$ cat config.mk
export PLATFORM = sky130hd
export DESIGN_NAME = ring_fifo_with_search_unit
export DESIGN_NICKNAME = d
export VERILOG_FILES = /design/src/sv/rfs_pkg.sv /design/src/sv/rfs_ram.sv /design/src/sv/rfs_seq.sv /design/src/sv/ring_fifo_with_search_unit.sv
export SDC_FILE = /design/constraint.sdc
export NUM_CORES = 1
export LEC_CHECK = 0
export ABC_AREA = 0
export BUFFER_PORTS_ARGS = -buffer_cell sky130_fd_sc_hd__buf_4
export CELL_PAD_IN_SITES_DETAIL_PLACEMENT = 1
export CELL_PAD_IN_SITES_GLOBAL_PLACEMENT = 1
export CORE_AREA = 2 2 331 333
export CTS_BUF_LIST = sky130_fd_sc_hd__clkbuf_4 sky130_fd_sc_hd__clkbuf_8
export CTS_CLUSTER_DIAMETER = 80
export DETAILED_ROUTE_END_ITERATION = 8
export DIE_AREA = 0 0 333 335
export PLACE_DENSITY_LB_ADDON = 0.1
export SETUP_SLACK_MARGIN = 0.3
export SLEW_MARGIN = 5
export SYNTH_ARGS = -nofsm -noshare
export SYNTH_HDL_FRONTEND = slang
export SYNTH_SLANG_ARGS = --single-unit
$ cat constraint.sdc
create_clock -name clk -period 4.94 [get_ports clk]
set_clock_uncertainty 0.05 [all_clocks]
set_input_delay 0.741 -clock clk [delete_from_list [all_inputs] [get_ports clk]]
set_output_delay 0.741 -clock clk [all_outputs]
set_load 0.01 [all_outputs]
$ cat src/sv/rfs_pkg.sv
// Shared constants, codes and types of the ring FIFO with search.
package rfs_pkg;

	localparam int DEPTH       = 16;
	localparam int PTR_W       = $clog2(DEPTH);
	localparam int CNT_W       = $clog2(DEPTH + 1);
	localparam int VAL_W       = 32;
	localparam int CAP_W       = 5;
	localparam int OUT_BITS    = VAL_W + PTR_W + CNT_W;
	localparam int OUT_TDATA_W = ((OUT_BITS + 7) / 8) * 8;
	localparam int CMP_W       = (CNT_W > CAP_W) ? CNT_W : CAP_W;

	localparam logic [CAP_W-1:0] CAP_RESET = CAP_W'(16);

	typedef enum logic [1:0] {
		CMD_ENQ  = 2'd0,
		CMD_DEQ  = 2'd1,
		CMD_PEEK = 2'd2,
		CMD_FIND = 2'd3
	} cmd_t;

	typedef enum logic [1:0] {
		ST_OK       = 2'd0,
		ST_EMPTY    = 2'd1,
		ST_FULL     = 2'd2,
		ST_NOTFOUND = 2'd3
	} status_t;

	typedef struct packed {
		logic             we;
		logic [PTR_W-1:0] waddr;
		logic [VAL_W-1:0] wdata;
		logic [PTR_W-1:0] raddr;
	} ram_req_t;

	typedef struct packed {
		status_t          status;
		logic [VAL_W-1:0] data;
		logic [PTR_W-1:0] slot;
		logic [CNT_W-1:0] count;
	} result_t;

	function automatic logic [PTR_W-1:0] next_slot(input logic [PTR_W-1:0] p);
		logic [PTR_W-1:0] r;
		if (p == PTR_W'(DEPTH - 1)) begin
			r = '0;
		end else begin
			r = p + PTR_W'(1);
		end
		return r;
	endfunction

endpackage

$ cat src/sv/rfs_ram.sv
// Generic single-port-write, registered-read RAM.
module rfs_ram #(
	parameter int WIDTH = 32,
	parameter int DEPTH = 16
) (
	input  logic                     clk,
	input  logic                     we,
	input  logic [$clog2(DEPTH)-1:0] waddr,
	input  logic [WIDTH-1:0]         wdata,
	input  logic [$clog2(DEPTH)-1:0] raddr,
	output logic [WIDTH-1:0]         rdata
);

	logic [WIDTH-1:0] mem_q [DEPTH];
	logic [WIDTH-1:0] rdata_q;

	always_ff @(posedge clk) begin
		if (we) begin
			mem_q[waddr] <= wdata;
		end
		rdata_q <= mem_q[raddr];
	end

	assign rdata = rdata_q;

endmodule

$ cat src/sv/rfs_seq.sv
// Command sequencer: pointers, occupancy, capacity register and the scan compare.
module rfs_seq
	import rfs_pkg::*;
(
	input  logic             clk,
	input  logic             arst_n,
	input  logic             cfg_we,
	input  logic [CAP_W-1:0] cfg_wdata,
	input  logic             in_valid,
	output logic             in_ready,
	input  cmd_t             in_cmd,
	input  logic [VAL_W-1:0] in_value,
	output ram_req_t         ram_req,
	input  logic [VAL_W-1:0] ram_rdata,
	output result_t          res,
	output logic             res_valid,
	input  logic             res_take
);

	typedef enum logic [1:0] {
		S_IDLE,
		S_FETCH,
		S_SCAN,
		S_DONE
	} state_t;

	state_t           state_q;
	logic [CAP_W-1:0] cap_q;
	logic [PTR_W-1:0] head_q;
	logic [PTR_W-1:0] tail_q;
	logic [PTR_W-1:0] ptr_q;
	logic [CNT_W-1:0] occ_q;
	logic [CNT_W-1:0] idx_q;
	cmd_t             cmd_q;
	logic [VAL_W-1:0] val_q;
	status_t          status_q;
	logic [VAL_W-1:0] data_q;
	logic [PTR_W-1:0] slot_q;

	logic in_fire;
	logic full;
	logic empty;
	logic hit;
	logic last;

	assign in_ready = (state_q == S_IDLE);
	assign in_fire  = in_valid && in_ready;
	assign empty    = (occ_q == '0);
	assign full     = (occ_q == CNT_W'(DEPTH)) || (CMP_W'(occ_q) >= CMP_W'(cap_q));
	assign hit      = (ram_rdata == val_q);
	assign last     = ((idx_q + CNT_W'(1)) == occ_q);

	always_comb begin
		ram_req.we    = in_fire && (in_cmd == CMD_ENQ) && !full;
		ram_req.waddr = tail_q;
		ram_req.wdata = in_value;
		// keep one read in flight ahead of the compare while scanning
		ram_req.raddr = (state_q == S_SCAN) ? next_slot(ptr_q) : head_q;
	end

	assign res.status = status_q;
	assign res.data   = data_q;
	assign res.slot   = slot_q;
	assign res.count  = occ_q;
	assign res_valid  = (state_q == S_DONE);

	always_ff @(posedge clk or negedge arst_n) begin
		if (!arst_n) begin
			state_q  <= S_IDLE;
			cap_q    <= CAP_RESET;
			head_q   <= '0;
			tail_q   <= '0;
			ptr_q    <= '0;
			occ_q    <= '0;
			idx_q    <= '0;
			cmd_q    <= CMD_ENQ;
			val_q    <= '0;
			status_q <= ST_OK;
			data_q   <= '0;
			slot_q   <= '0;
		end else begin
			if (cfg_we) begin
				cap_q <= cfg_wdata;
			end
			case (state_q)
				S_IDLE: begin
					if (in_fire) begin
						cmd_q    <= in_cmd;
						val_q    <= in_value;
						data_q   <= '0;
						slot_q   <= '0;
						status_q <= ST_OK;
						case (in_cmd)
							CMD_ENQ: begin
								if (full) begin
									status_q <= ST_FULL;
								end else begin
									tail_q <= next_slot(tail_q);
									occ_q  <= occ_q + CNT_W'(1);
								end
								state_q <= S_DONE;
							end
							CMD_DEQ, CMD_PEEK: begin
								if (empty) begin
									status_q <= ST_EMPTY;
									state_q  <= S_DONE;
								end else begin
									state_q <= S_FETCH;
								end
							end
							CMD_FIND: begin
								if (empty) begin
									status_q <= ST_NOTFOUND;
									state_q  <= S_DONE;
								end else begin
									ptr_q   <= head_q;
									idx_q   <= '0;
									state_q <= S_SCAN;
								end
							end
							default: begin
								state_q <= S_DONE;
							end
						endcase
					end
				end
				S_FETCH: begin
					data_q <= ram_rdata;
					if (cmd_q == CMD_DEQ) begin
						head_q <= next_slot(head_q);
						occ_q  <= occ_q - CNT_W'(1);
					end
					state_q <= S_DONE;
				end
				S_SCAN: begin
					if (hit) begin
						slot_q  <= ptr_q;
						state_q <= S_DONE;
					end else if (last) begin
						status_q <= ST_NOTFOUND;
						state_q  <= S_DONE;
					end else begin
						ptr_q <= next_slot(ptr_q);
						idx_q <= idx_q + CNT_W'(1);
					end
				end
				S_DONE: begin
					if (res_take) begin
						state_q <= S_IDLE;
					end
				end
				default: begin
					state_q <= S_IDLE;
				end
			endcase
		end
	end

`ifndef SYNTHESIS
	a_occ_bound: assert property (@(posedge clk) disable iff (!arst_n)
		occ_q <= CNT_W'(DEPTH))
		else $error("occupancy above depth");

	a_enq_grows: assert property (@(posedge clk) disable iff (!arst_n)
		(in_fire && (in_cmd == CMD_ENQ) && !full) |=> (occ_q == $past(occ_q) + CNT_W'(1)))
		else $error("accepted enqueue did not grow occupancy");

	a_scan_range: assert property (@(posedge clk) disable iff (!arst_n)
		(state_q == S_SCAN) |-> (idx_q < occ_q))
		else $error("scan index past occupancy");

	a_result_held: assert property (@(posedge clk) disable iff (!arst_n)
		((state_q == S_DONE) && !res_take) |=> ((state_q == S_DONE) && $stable(status_q)))
		else $error("result dropped before hand-off");
`endif

endmodule

$ cat src/sv/ring_fifo_with_search_unit.sv
// Top level of the ring FIFO with search: stream ports and output register.
// One command beat is taken at a time. Enqueue, and any command answered
// empty, full or not found without a lookup, goes straight to the done
// state; dequeue and peek pass a fetch state (one registered read of the
// entry RAM); find compares entries one per cycle via the single RAM read
// port. A finished result sits in the output register while the next
// command is taken. The user makes capacity writes only while the block
// is idle (not enforced here); the entry RAM needs no clearing after reset.
module ring_fifo_with_search_unit
	import rfs_pkg::*;
(
	input  logic                   clk,
	input  logic                   arst_n,
	input  logic                   cfg_we,
	input  logic [CAP_W-1:0]       cfg_wdata,
	input  logic                   s_tvalid,
	output logic                   s_tready,
	input  logic [VAL_W-1:0]       s_tdata,   // value
	input  logic [1:0]             s_tuser,   // cmd
	output logic                   m_tvalid,
	input  logic                   m_tready,
	output logic [OUT_TDATA_W-1:0] m_tdata,   // data, slot, count, zero pad
	output logic [1:0]             m_tuser    // status
);

	ram_req_t         ram_req;
	logic [VAL_W-1:0] ram_rdata;
	result_t          res;
	logic             res_valid;
	logic             res_take;

	logic             m_tvalid_q;
	result_t          out_q;

	rfs_ram #(
		.WIDTH(VAL_W),
		.DEPTH(DEPTH)
	) u_ram (
		.clk  (clk),
		.we   (ram_req.we),
		.waddr(ram_req.waddr),
		.wdata(ram_req.wdata),
		.raddr(ram_req.raddr),
		.rdata(ram_rdata)
	);

	rfs_seq u_seq (
		.clk      (clk),
		.arst_n   (arst_n),
		.cfg_we   (cfg_we),
		.cfg_wdata(cfg_wdata),
		.in_valid (s_tvalid),
		.in_ready (s_tready),
		.in_cmd   (cmd_t'(s_tuser)),
		.in_value (s_tdata),
		.ram_req  (ram_req),
		.ram_rdata(ram_rdata),
		.res      (res),
		.res_valid(res_valid),
		.res_take (res_take)
	);

	// load when the output register is empty or its beat leaves this cycle
	assign res_take = res_valid && (!m_tvalid_q || m_tready);

	always_ff @(posedge clk or negedge arst_n) begin
		if (!arst_n) begin
			m_tvalid_q <= 1'b0;
		end else if (res_take) begin
			m_tvalid_q <= 1'b1;
		end else if (m_tready) begin
			m_tvalid_q <= 1'b0;
		end
	end

	always_ff @(posedge clk) begin
		if (res_take) begin
			out_q <= res;
		end
	end

	assign m_tvalid = m_tvalid_q;
	assign m_tuser  = out_q.status;
	assign m_tdata  = OUT_TDATA_W'({out_q.count, out_q.slot, out_q.data});

endmodule
# [Word-level counts from Yosys, hierarchy flattened]
# Memory sizes are Yosys's and may differ from the RTL's. A register that Yosys moved wholly into a read port is not among the register bits.
# Cells that the tools add are included.
[word_totals] latch_bits=0 ff_bits=145 mem_bits_ro=0 n_memories=1 ram_bits=512 in_bits=44
[classes] multipliers=0 n_shift=0 div=0 n_eq_ne=25 n_bitwise=1 addsub=6 reduce_logical=24 n_mux=45 magnitude_cmp=1
[mem_list] memory="u_ram.mem_q" words=16 width=32 rd=1 rd_clocked_by_memory_dff=1 write_ports=1 line="rfs_ram.sv:14" text="logic [WIDTH-1:0] mem_q [DEPTH];"
[ops] cell="$pmux 32 s2" n=1
[ops] cell="$mux 5" n=9
[ops] cell="$mux 4" n=11
[ops] cell="$eq 32x32->1" n=1
[ops] cell="$mux 32" n=1
[ops] cell="$pmux 5 s2" n=2
[ops] cell="$mux 2" n=9
[ops] cell="$pmux 4 s2" n=2
[ops] cell="$ne 2x2->1 const B" n=7
[ops] cell="$add 4x1->4 const B" n=3
[ops] cell="$eq 4x4->1 const B" n=3
[ops] cell="$pmux 2 s3" n=2
[ops] cell="$add 5x1->5 const B" n=2
[ops] cell="$eq 2x2->1 const B" n=4
[ops] cell="$ne 2x1->1 const B" n=4
[ops] cell="$pmux 2 s4" n=1
[ops] cell="$reduce_and 4->1" n=2
[ops] cell="$eq 2x1->1 const B" n=3
[ops] cell="$mux 1" n=6
[ops] cell="$reduce_and 2->1" n=3
[ops] cell="$reduce_and 3->1" n=2
[ops] cell="$reduce_and 6->1" n=1
[ops] cell="$reduce_bool 2->1" n=3
[ops] cell="$eq 5x5->1" n=1
[ops] cell="13 further kinds" n=19

# [Longest topological paths before layout]
# Gate-level depths: netlist of the first run.
[logic_depth] word_depth=6 ltp_mapped=12 ltp_nobuf=10

# [Hierarchy]
# From an unflattened synthesis of the first run, not the netlist that was laid out.
[unflattened] cells_unflattened=1374 area_unflattened_um2=26603.0
[modules_own_cells] mod="rfs_ram" n_inst=1 cells_each=838 seq_area_each_um2=16015.4 area_per_inst_um2=19835.3
[modules_own_cells] mod="rfs_seq" n_inst=1 cells_each=481 seq_area_each_um2=2528.7 area_per_inst_um2=5376.4
[modules_own_cells] mod="ring_fifo_with_search_unit" n_inst=1 cells_each=55 seq_area_each_um2=1316.3 area_per_inst_um2=1391.3

# [Least setup slack after synthesis of the first run]
# OpenSTA, ideal clock, no wires.
[synth_timing] path_type="register to register" from="reg u_seq.occ_q[0]" to="mem u_ram.mem_q[3][0] (enable)" t_required_ns=4.429 path_buffers=0 setup_slack_ns=0.480 arrival_ns=3.949 stages_incl_launch_ff=9 synth_period_minus_slack_ns=4.460 path_cell_list="dfrtp_1 inv_1 ha_1 nand2b_1 a211oi_1 o21bai_1 a211oi_2 nand2_1 nor3_1"
[synth_between] elab_chain_len=6 word_cells_on_any_way=7 classes_between="order compare: 1; eq/ne: 1; mux: 2; reduce/logical: 3"
[synth_rtl] item="from (decl)" line="rfs_seq.sv:32" text="logic [CNT_W-1:0] occ_q;"
[synth_rtl] item="from (signal assigned)" line="rfs_seq.sv:99" text="occ_q <= occ_q + CNT_W'(1);"
[synth_rtl] item="from (signal assigned)" line="rfs_seq.sv:131" text="occ_q <= occ_q - CNT_W'(1);"
[synth_rtl] item="$ge 5x5->1 / $eq 5x5->1 (equally long branches)" line="rfs_seq.sv:49" text="assign full = (occ_q == CNT_W'(DEPTH)) || (CMP_W'(occ_q) >= CMP_W'(cap_q));"
[synth_rtl] item="$logic_or 1x1->1 *" line="rfs_seq.sv:49"
[synth_rtl] item="$logic_not 1->1 *" line="rfs_seq.sv:54" text="ram_req.we = in_fire && (in_cmd == CMD_ENQ) && !full;"
[synth_rtl] item="$logic_and 1x1->1 *" line="rfs_seq.sv:54"
[synth_rtl] item="$mux 1 *" line="rfs_ram.sv:18" text="if (we) begin"
[synth_rtl] item="$mux 1 (implied by the code) *" line="rfs_ram.sv:19" text="mem_q[waddr] <= wdata;"
[synth_rtl] item="to (decl)" line="rfs_ram.sv:14"
# Mark *: on every way between the ends. The rest lies on a longest branch, timed or not.

# [Final worst setup path of the first run]
[layout_timing] from="reg u_seq.state_q[0]" to="reg u_ram.rdata_q[10], in the netlist u_ram.rdata[10], read port of u_ram.mem_q"
[layout_between] elab_chain_len=2
[layout_rtl] item="from (decl)" line="rfs_seq.sv:27" text="state_t state_q;"
[layout_rtl] item="from (signal assigned)" line="rfs_seq.sv:69" text="state_q <= S_IDLE;"
[layout_rtl] item="from (signal assigned)" line="rfs_seq.sv:101" text="state_q <= S_DONE;"
[layout_rtl] item="from (signal assigned)" line="rfs_seq.sv:106" text="state_q <= S_DONE;"
[layout_rtl] item="$eq 2x2->1" line="rfs_seq.sv:58" text="ram_req.raddr = (state_q == S_SCAN) ? next_slot(ptr_q) : head_q;"
[layout_rtl] item="$mux 4" line="rfs_seq.sv:58"
[layout_rtl] item="to (decl)" line="rfs_ram.sv:15" text="logic [WIDTH-1:0] rdata_q;"
# Every way passes these cells.
# A chain may end at the register's enable or synchronous reset.

==> reports/metrics.yaml, run 1 <==
run_status:
  status: "finished clean"
timing:
  fin_crit_ps: 3460
  worst_slew_pin_slew_ps: 1110
  fin_crit_sh: 0.700
  rsz0062_at_grt: "no"
  hold_violations: 0
  clock.fmax_ghz: 0.289
  slew_headroom: 0.261
  tns_ps: 0
  finalWorstSetupSlack_ps: 1480
  maxSlewViolCount: 0
  setup_violations: 0
clock_network:
  tritoncts: "done"
  cts.clk_slew.worst_paths_ps: 50
  clk_path_buf_depth: 3
  clkSinkCount: 689
  htree_levels: 4
  cts_buffers: 130
  clock_latency_ps: 790
  root_buffer: "clkbuf_8"
worst_setup_path:
  critPathSlowestCell: "ha_1"
  cp_cell_sequence: "inv_1 > ha_1 > mux2i_4 > buf_12 > buf_12 > mux2i_1 > a32oi_1 > a31oi_1 > a21oi_1"
  cpMostUsedCell: "buf_12"
  criticalPathCategory: "flop to flop"
  cp-end-kind: "flop"
  worst-path-max-fanout: 71
  setup.worst_path.start_class: "flop"
  cp.arrival_ps: 4030
  cp.required_ps: 5510
  max_stage_delay_ps: 540
placed_design:
  place_ws_ps: 1410
  place_hpwl_um: 51000
  portBuffers: 88
  gp_congestion: 0.716
synth:
  synth-seq-area-share: 0.742
  synthMuxAreaShare: 0.0976
  netlist_area_um2: 26800
  ys_warn_count: 0
  synth.largest_area_cell: "edfxtp_1"
  ys_types: 66
  ys.flop_type: "edfxtp_1"
  synth_top_area_share: 0.622
  synth.area.top_cells: "edfxtp_1, dfrtp_1, mux4_2"
  synth_compound_area_frac: 0.0507
  postSynthAreaPerCell_um2: 16.7
  synthSimpleGateAreaFrac: 0.0621
  synth_edf_count: 555
  ys_ff_latch: 689
  synth-xor-area-share: 0.0147
  syn_inst: 1606
  synth_top_family_by_area: "multiplexers"
  synthArstFlopShare: 0.148
  synth_fa_ha_area_frac: 0.0106
pwr:
  p_leak_nw: 11.3
  irDropWorstVdd_v: 0.000443
  p_int_mw: 12.8
  power.density_nw_per_um2: 624
  p_sw_frac: 0.357
  p_switching_mw: 7.13
  comb_power_share: 0.327
  p_seq_frac: 0.387
  clockPowerShare: 0.286
finish:
  final_layout_size_suffix_gt1_frac: 0.261
  nets: 1860
  areaGrowthSynthToFinish_pct: 19.3
global_route:
  antenna_found_initial: 3
  globalRouteTotalUtil: 0.151
  use_met1: 0.205
  busiest_layer: "met2"
  grt_max_degree: 75
  gr-total-overflow: 0
  met2_usage: 0.245
  grt_pass1_vias: 16482
  use_met3: 0.0285
  grt_pass1_wl_um: 121000
floorplan:
  die_w_um: 333
  die_area_um2: 112000
  io_pins: 96
  floorplan.initialDensity: 0.248
  die_y_um: 335
  core-area_um2: 108000
  num_rows: 121
routing:
  wl_per_cell_um: 25.0
  dr.pass1.iters: 5
  routed_wl_um: 82900
  drcViolationCount: 0
  drtIter0Drc: 943
  vias: 14911
  drt-vias-per-instance: 4.50
  ant_nets: 0
worst_hold_path:
  hold_path_class: "input pin to flop"
job:
  max_cap_violations: 0
through the flow:
step	power, mW	cells	area (µm²)	utilization	hold slack (ps)
2_1_floorplan	11.8	1612	26800	-	375
3_3_place_gp	14.6	3075	29300	0.271	391
3_5_place_dp	14.6	3075	29300	0.271	385
4_1_cts	20.4	3312	32000	0.296	49.4
5_1_grt	21.2	3313	32000	0.296	85.5
6_report	20.0	3313	32000	0.296	139
state kept, by name (all words and copies together) (netlist names):
register / cells
u_seq.idx_q: 5
m_tvalid: 1
u_seq.head_q: 4
u_seq.state_q: 2
u_ram.rdata: 32
u_seq.tail_q: 4
u_ram.mem_q: 512
u_seq.status_q: 2
u_seq.cmd_q: 2
u_seq.slot_q: 4
u_seq.cap_q: 5
u_seq.val_q: 32
u_seq.ptr_q: 4
m_tuser: 2
u_seq.occ_q: 5
m_tdata: 41
u_seq.data_q: 32
per-layer routing:
| metal | part of all wire | vias up | routed length [µm] |
|---|---|---|---|
| met3 | 0.036 | 128 | 2990 |
| met2 | 0.48 | 305 | 39400 |
| met4 | 0.019 | 2 | 1590 |
| li1 | - | 6560 | - |
| met5 | 0.00013 | - | 11 |
| met1 | 0.47 | 7916 | 38900 |
power by group through the flow:
stage          Clock, mW  Sequential, mW  Combinational, mW
2_1_floorplan          0            7.62               4.20
3_3_place_gp           0            7.85               6.72
3_5_place_dp           0            7.86               6.71
4_1_cts             5.93            7.76               6.75
5_1_grt             6.19            7.83               7.14
6_report            5.70            7.72               6.53
cells by family after synthesis:
logic type | after synthesis
and+or+nand+nor | 377
other | 1
buffers and inverters | 110
DFF | 689
adders and majority gates | 22
xor gates and xnor gates | 45
muxes | 175
AOI/OAI and AO/OA | 187
cell usage after synthesis (all sizes together) (11+ instances only):
library cell and instances:
edfxtp 555, nand2 227, dfrtp 101, nand3 75
mux2i 72, mux4 64, buf 55, a21oi 40
mux2 39, a31oi 36, clkbuf 36, xor2 34
a22o 32, a32oi 32, dfxtp 32, ha 21
inv 19, o21ai 17, and3 15, nor2 14
nor4 11, xnor2 11
placed cells by master, fill, tap and decap left out, types with 15 or more instances in the layout:
cell type  Yosys  routed
a21oi_1       39      38
mux4_2        64      64
clkinv_1       0      15
dfrtp_1      101     101
inv_1         18      18
ha_1          21      21
a32oi_1       32      32
xor2_1        34      34
a31oi_1       35      35
dfxtp_1       32      32
clkbuf_8       0     141
a22o_1        32      32
mux2_2        34      33
nand3_1       75      75
and3_2         0      15
mux2i_1       71      71
edfxtp_1     555     555
buf_4          9     131
nand2_1      227     227
clkbuf_4       0      57
worst max-delay path: cells and delay by family (launching register included):
kind	cells	cell delay, ps
buf+inv	3	790
mux	2	690
compound gates	3	670
fa+ha+maj	1	540
flops	1	410
path summary, 6_finish.rpt:
kind	start	to	slack, ps	depth (start not counted)
max	u_seq.state_q[0]	u_ram.rdata[10]	1480	9
max in group asynchronous	arst_n	u_seq.cap_q[4]	3240	3
min	cfg_wdata[1]	u_seq.cap_q[1]	140	3
min in group asynchronous	arst_n	u_seq.data_q[22]	580	2
max reg2reg	u_seq.state_q[0]	u_ram.rdata[10]	1480	9
min reg2reg	u_seq.data_q[19]	m_tdata[19]	390	0
area by class of cell:
cell class / count / area [µm²]
Inverter: 19 / 71.3
Sequential cell: 689 / 19900
Timing Repair Buffer: 141 / 1160
Multi-Input combinational cell: 813 / 6440
Fill cell: 11275 / 76100
Clock inverter: 38 / 282
Antenna cell: 1 / 2.50
Clock buffer: 198 / 2370
Tap cell: 1414 / 1770
timing repair:
item	4_1_cts	5_1_grt
hold buffers	1	0
buffers inserted	0	0
resized for setup	0	0
endpoints found under the hold margin	21	0
No activity file was read; power rests on OpenSTA's default activity.
==> run 2: changes to the inputs <==
==> constraint.sdc (replaced) <==
create_clock -name clk -period 3.6 [get_ports clk]
set_clock_uncertainty 0.05 [all_clocks]
set_input_delay 0.54 -clock clk [delete_from_list [all_inputs] [get_ports clk]]
set_output_delay 0.54 -clock clk [all_outputs]
set_load 0.01 [all_outputs]
==> run 2 against run 1 <==
Routed wire length down 1.3%. Sequential power up 39%. Die area unchanged. Critical path depth up 1. Global-route usage down 0.22 points. Worst setup slack worse by 870 ps. Count of clock-buffer cells in the layout up 7. Register-to-register slack worse by 870 ps. Largest power group unchanged.
==> reports/metrics.yaml, run 2 (same netlist as run 1, synthesis figures left out) <==
worst_setup_path:
  cp-end-kind: "flop"
  cp_cell_sequence: "inv_1 > ha_1 > nand2b_1 > a211oi_1 > o21bai_1 > a211oi_2 > buf_4 > nand2_1 > nor3_4 > buf_4"
  cpMostUsedCell: "buf_4"
  critPathSlowestCell: "dfrtp_1"
  cp_top_family: "buffers and inverters"
  worst-path-max-fanout: 23
  cp.required_ps: 4000
  setup.worst_path.start_class: "flop"
  criticalPathCategory: "flop to flop"
  cp_num_buf_inv: 3
  reg2reg_slack_ps: 610
  max_stage_delay_ps: 470
  cp.arrival_ps: 3390
clock_network:
  tritoncts: "done"
  cts.clk_slew.worst_paths_ps: 50
  clk_path_buf_depth: 3
  clock_latency_ps: 790
  htree_levels: 4
  root_buffer: "clkbuf_8"
  cts_buffers: 133
  postCtsSetupRepairBufs: 0
  clkSinkCount: 689
  cts_resized: 0
finish:
  final_common_cell: "edfxtp_1"
  fin_area_um2: 32600
  largest_register_ffs: 512
  areaGrowthSynthToFinish_pct: 21.7
  nets: 1906
  final_cells: 3363
  final_core_util: 0.301
  largest_register: "u_ram.mem_q"
  final_layout_size_suffix_gt1_frac: 0.268
  layout_common_cells: "edfxtp_1, nand2_1, clkbuf_8"
routing:
  wl_per_cell_um: 24.3
  drt-vias-per-instance: 4.42
  vias: 14849
  routed_wl_um: 81800
  dr.pass1.iters: 5
  drcViolationCount: 0
  ant_nets: 0
  drtIter0Drc: 795
timing:
  hold_violations: 0
  tns_ps: 0
  slew_headroom: 0.287
  finalWorstSetupSlack_ps: 610
  rsz0062_at_grt: "no"
  clock.fmax_ghz: 0.334
  fin_crit_sh: 0.831
  fin_crit_ps: 2990
  maxSlewViolCount: 0
  worst_slew_pin_slew_ps: 1070
  whs_ps: 89.0
  setup_violations: 0
pwr:
  power_mw: 27.9
  p_leak_nw: 11.6
  irDropWorstVdd_v: 0.000452
  power.density_nw_per_um2: 856
floorplan:
  die_area_um2: 112000
  num_rows: 121
  die_w_um: 333
  floorplan.initialDensity: 0.248
  core-area_um2: 108000
  die_y_um: 335
  io_pins: 96
placed_design:
  post_dp_cell_area_um2: 29600
  place_hpwl_um: 54000
  gp_congestion: 0.737
  portBuffers: 88
  place_ws_ps: 603
  dp.cells: 3096
run_status:
  status: "finished clean"
global_route:
  globalRouteTotalUtil: 0.149
  gr-total-overflow: 0
  grt_pass1_wl_um: 119000
  grt_max_degree: 57
  grt_pass1_vias: 16144
  antenna_found_initial: 4
job:
  max_cap_violations: 0
worst_hold_path:
  hold_path_class: "input pin to flop"
## run 2: cell count changes in the layout (fill, tap and decap cells not counted), sizes merged
cell | previous run | this run
inv | 25 | 24
clkinv | 25 | 26
diode | 1 | 3
clkbuf | 198 | 205
dlygate4sd3 | 1 | 23
buf | 140 | 161
bufinv | 3 | 1
## run 2: metal layers
layer  GRT usage  share of wire  vias to the layer above
li1            -              -                     6677
met1       0.198           0.46                     7783
met2       0.242           0.48                      273
met3      0.0307          0.040                      116
met4      0.0477          0.021                        0
met5           0              0                        -
## run 2: final timing paths
| kind | cells after the start | start | to |
|---|---|---|---|
| min in group asynchronous | 2 | arst_n | u_seq.occ_q[1] |
| max | 10 | u_seq.occ_q[0] | u_ram.mem_q[3][1] |
| max in group asynchronous | 3 | arst_n | u_seq.data_q[12] |
| min reg2reg | 0 | u_seq.data_q[29] | m_tdata[29] |
| max reg2reg | 10 | u_seq.occ_q[0] | u_ram.mem_q[3][1] |
| min | 3 | s_tvalid | u_seq.occ_q[4] |
## run 2: where the power goes
part           total (mW)  internal, mW  switching [mW]
logic                9.33          3.83            5.50
clock network        7.90          4.50            3.41
registers            10.7          9.73           0.934
## run 2: worst min-delay path: cells and delay by family
family,cells,cell delay (ps)
buffers and inverters,1,110
AOI/OAI and AO/OA,1,90
xor gates and xnor gates,1,130
## run 2: cell type report
class / count / area, µm²
Clock inverter: 36 / 218
Sequential cell: 689 / 19900
Antenna cell: 3 / 7.51
Inverter: 19 / 71.3
Multi-Input combinational cell: 813 / 6440
Fill cell: 11346 / 75500
Timing Repair Buffer: 184 / 1720
Tap cell: 1414 / 1770
Clock buffer: 205 / 2500
## run 2: timing repair
action                                  CTS  global route
hold buffers                             23             0
hold endpoints to repair                142             0
endpoints found under the setup margin    0             0
==> run 3: changes to the inputs <==
==> constraint.sdc (replaced) <==
create_clock -name clk -period 2.5 [get_ports clk]
set_clock_uncertainty 0.05 [all_clocks]
set_input_delay 0.375 -clock clk [delete_from_list [all_inputs] [get_ports clk]]
set_output_delay 0.375 -clock clk [all_outputs]
set_load 0.01 [all_outputs]
==> run 3 against run 2 <==
The run now ends with setup timing left. Sequential share of layout area shrank 6.5 points. Count of clock-buffer cells in the layout shrank 35. Hold slack got worse by 14 ps. Core utilization increased by 3.6 points. Global-route usage up 0.73 points. Sequential power grew 40%. Register-to-register slack worse by 650 ps. Largest power group is now combinational logic.
==> reports/metrics.yaml, run 3 (same netlist as run 1, synthesis figures left out) <==
pwr:
  p_seq_frac: 0.319
  power_mw: 46.9
  clockPowerShare: 0.242
  p_leak_nw: 13.2
  irDropWorstVdd_v: 0.000590
  p_switching_mw: 16.2
  p_int_mw: 30.6
  power.density_nw_per_um2: 1280
  p_sw_frac: 0.346
  comb_power_share: 0.439
timing:
  hold_violations: 0
  rsz0062_at_grt: "yes"
  setup_violations: 78
  slew_headroom: 0.600
  tns_ps: -931
  maxSlewViolCount: 0
  fin_crit_sh: 1.01
  finalWorstSetupSlack_ps: -36.4
  worst_slew_pin_slew_ps: 597
  clock.fmax_ghz: 0.394
  fin_crit_ps: 2540
finish:
  areaGrowthSynthToFinish_pct: 36.4
  final_common_cell: "edfxtp_1"
  largest_register_ffs: 512
  layout_common_cells: "edfxtp_1, buf_4, nand2_1"
  n_fill_cell: 11080
  largest_register: "u_ram.mem_q"
  nets: 2133
  final_layout_size_suffix_gt1_frac: 0.373
routing:
  drt-vias-per-instance: 4.45
  dr.pass1.iters: 5
  routed_wl_um: 88400
  ant_nets: 0
  vias: 15966
  drcViolationCount: 0
  wl_per_cell_um: 24.7
  drtIter0Drc: 838
worst_setup_path:
  cp-endpoint: "u_ram.mem_q[3][6]"
  timing.rr.end: "u_ram.mem_q[3][6]"
  worst-path-max-fanout: 8
  cp.required_ps: 2900
  worst_r2r_startpoint: "u_seq.occ_q[0]"
  setup.worst_path.start_class: "flop"
  cp.arrival_ps: 2940
  reg2reg_slack_ps: -40
  criticalPathCategory: "flop to flop"
  startpoint: "u_seq.occ_q[0]"
  cp-end-kind: "flop"
  reg2reg_depth: 12
clock_network:
  clkSinkCount: 689
  root_buffer: "clkbuf_8"
  tritoncts: "done"
  htree_levels: 3
  clk_path_buf_depth: 3
  cts.clk_slew.worst_paths_ps: 60
  clock_latency_ps: 780
  cts_buffers: 121
global_route:
  gr-total-overflow: 0
  grt_max_degree: 39
  grt_pass1_wl_um: 126000
  antenna_found_initial: 3
  globalRouteTotalUtil: 0.156
  grt_pass1_vias: 17430
floorplan:
  die_area_um2: 112000
  die_y_um: 335
  io_pins: 96
  die_w_um: 333
  floorplan.initialDensity: 0.248
  num_rows: 121
  core-area_um2: 108000
placed_design:
  place_hpwl_um: 54200
  portBuffers: 88
  place_ws_ps: -325
  gp_congestion: 0.753
worst_hold_path:
  hold_path_class: "input pin to async pin"
run_status:
  violations: "setup timing"
  status: "complete, but fails checks"
job:
  max_cap_violations: 0
==> run 3: cell types whose count changed in the layout (fill, tap and decap cells not counted), sizes merged <==
cell         previous run  this run
buf                   161       363
inv                    24        22
diode                   3         2
clkinv                 26        39
bufinv                  1         9
bufbuf                  0         3
clkbuf                205       180
dlygate4sd3            23        47
==> run 3: through the flow <==
step	cells	area [µm²]	util	hold slack, ps
after global placement	3217	31100	0.288	294
after global routing	3584	36500	0.338	58.2
after detailed placement	3217	31100	0.288	295
final	3585	36500	0.338	74.6
after floorplan	1612	26900	-	29.4
after CTS	3551	35700	0.330	4.24
==> run 3: area by class of cell <==
| cell class | count | area, µm² | area share |
|---|---|---|---|
| Sequential cell | 689 | 19900 | 0.544 |
| Multi-Input combinational cell | 813 | 7070 | 0.194 |
| Timing Repair Buffer | 423 | 5080 | 0.139 |
| Clock buffer | 170 | 2130 | 0.0583 |
| Tap cell | 1414 | 1770 | 0.0485 |
| Clock inverter | 55 | 515 | 0.0141 |
| Inverter | 19 | 78.8 | 0.00216 |
| Antenna cell | 2 | 5.00 | 0.000137 |
==> run 3: how the worst min path moves through the flow <==
stage / from / end / slack (ps) / cells past startpoint
6_report: arst_n / u_seq.idx_q[1] / 70 / 2
5_1_grt: arst_n / u_seq.val_q[4] / 60 / 2
4_1_cts: arst_n / u_seq.val_q[4] / 4 / 2
3_5_place_dp: arst_n / u_seq.idx_q[1] / 300 / 1
3_3_place_gp: arst_n / u_seq.idx_q[0] / 290 / 1
2_1_floorplan: arst_n / m_tvalid / 30 / 0
==> run 3: worst max-delay path, stage by stage, from the launching register on <==
cell and delay (ps):
dfrtp_1 390, inv_2 80, ha_4 190, nand2b_4 130
a211oi_2 190, o21bai_2 110, a211oi_2 230, buf_6 190
buf_6 120, nand2_4 40, nor3_4 160, buf_6 170
buf_12 160
==> run 3: power by group through the flow <==
stage	Combinational, mW	Sequential (mW)	Clock, mW
detailed placement	16.2	15.2	0
finish	20.6	15.0	11.3
global route	22.0	15.2	12.3
CTS	19.8	15.0	11.8
floorplan	8.46	15.1	0
global placement	16.2	15.2	0
==> run 3: repair_timing <==
action                                  in CTS  in global routing
cloned                                      15                 13
pin swaps                                   35                 33
hold buffers                                47                  0
hold endpoints to repair                   653                  0
gates resized for setup                    130                 71
endpoints found under the setup margin     571                601
buffers inserted                            47                 19
==> run 3: per-layer routing <==
| layer | routed length, µm | part of all wire | global-route usage | up-vias |
|---|---|---|---|---|
| li1 | - | - | - | 7146 |
| met1 | 41100 | 0.46 | 0.215 | 8376 |
| met2 | 42000 | 0.48 | 0.253 | 327 |
| met3 | 3340 | 0.038 | 0.0258 | 117 |
| met4 | 1930 | 0.022 | 0.0466 | 0 |
| met5 | 0 | 0 | 0 | - |
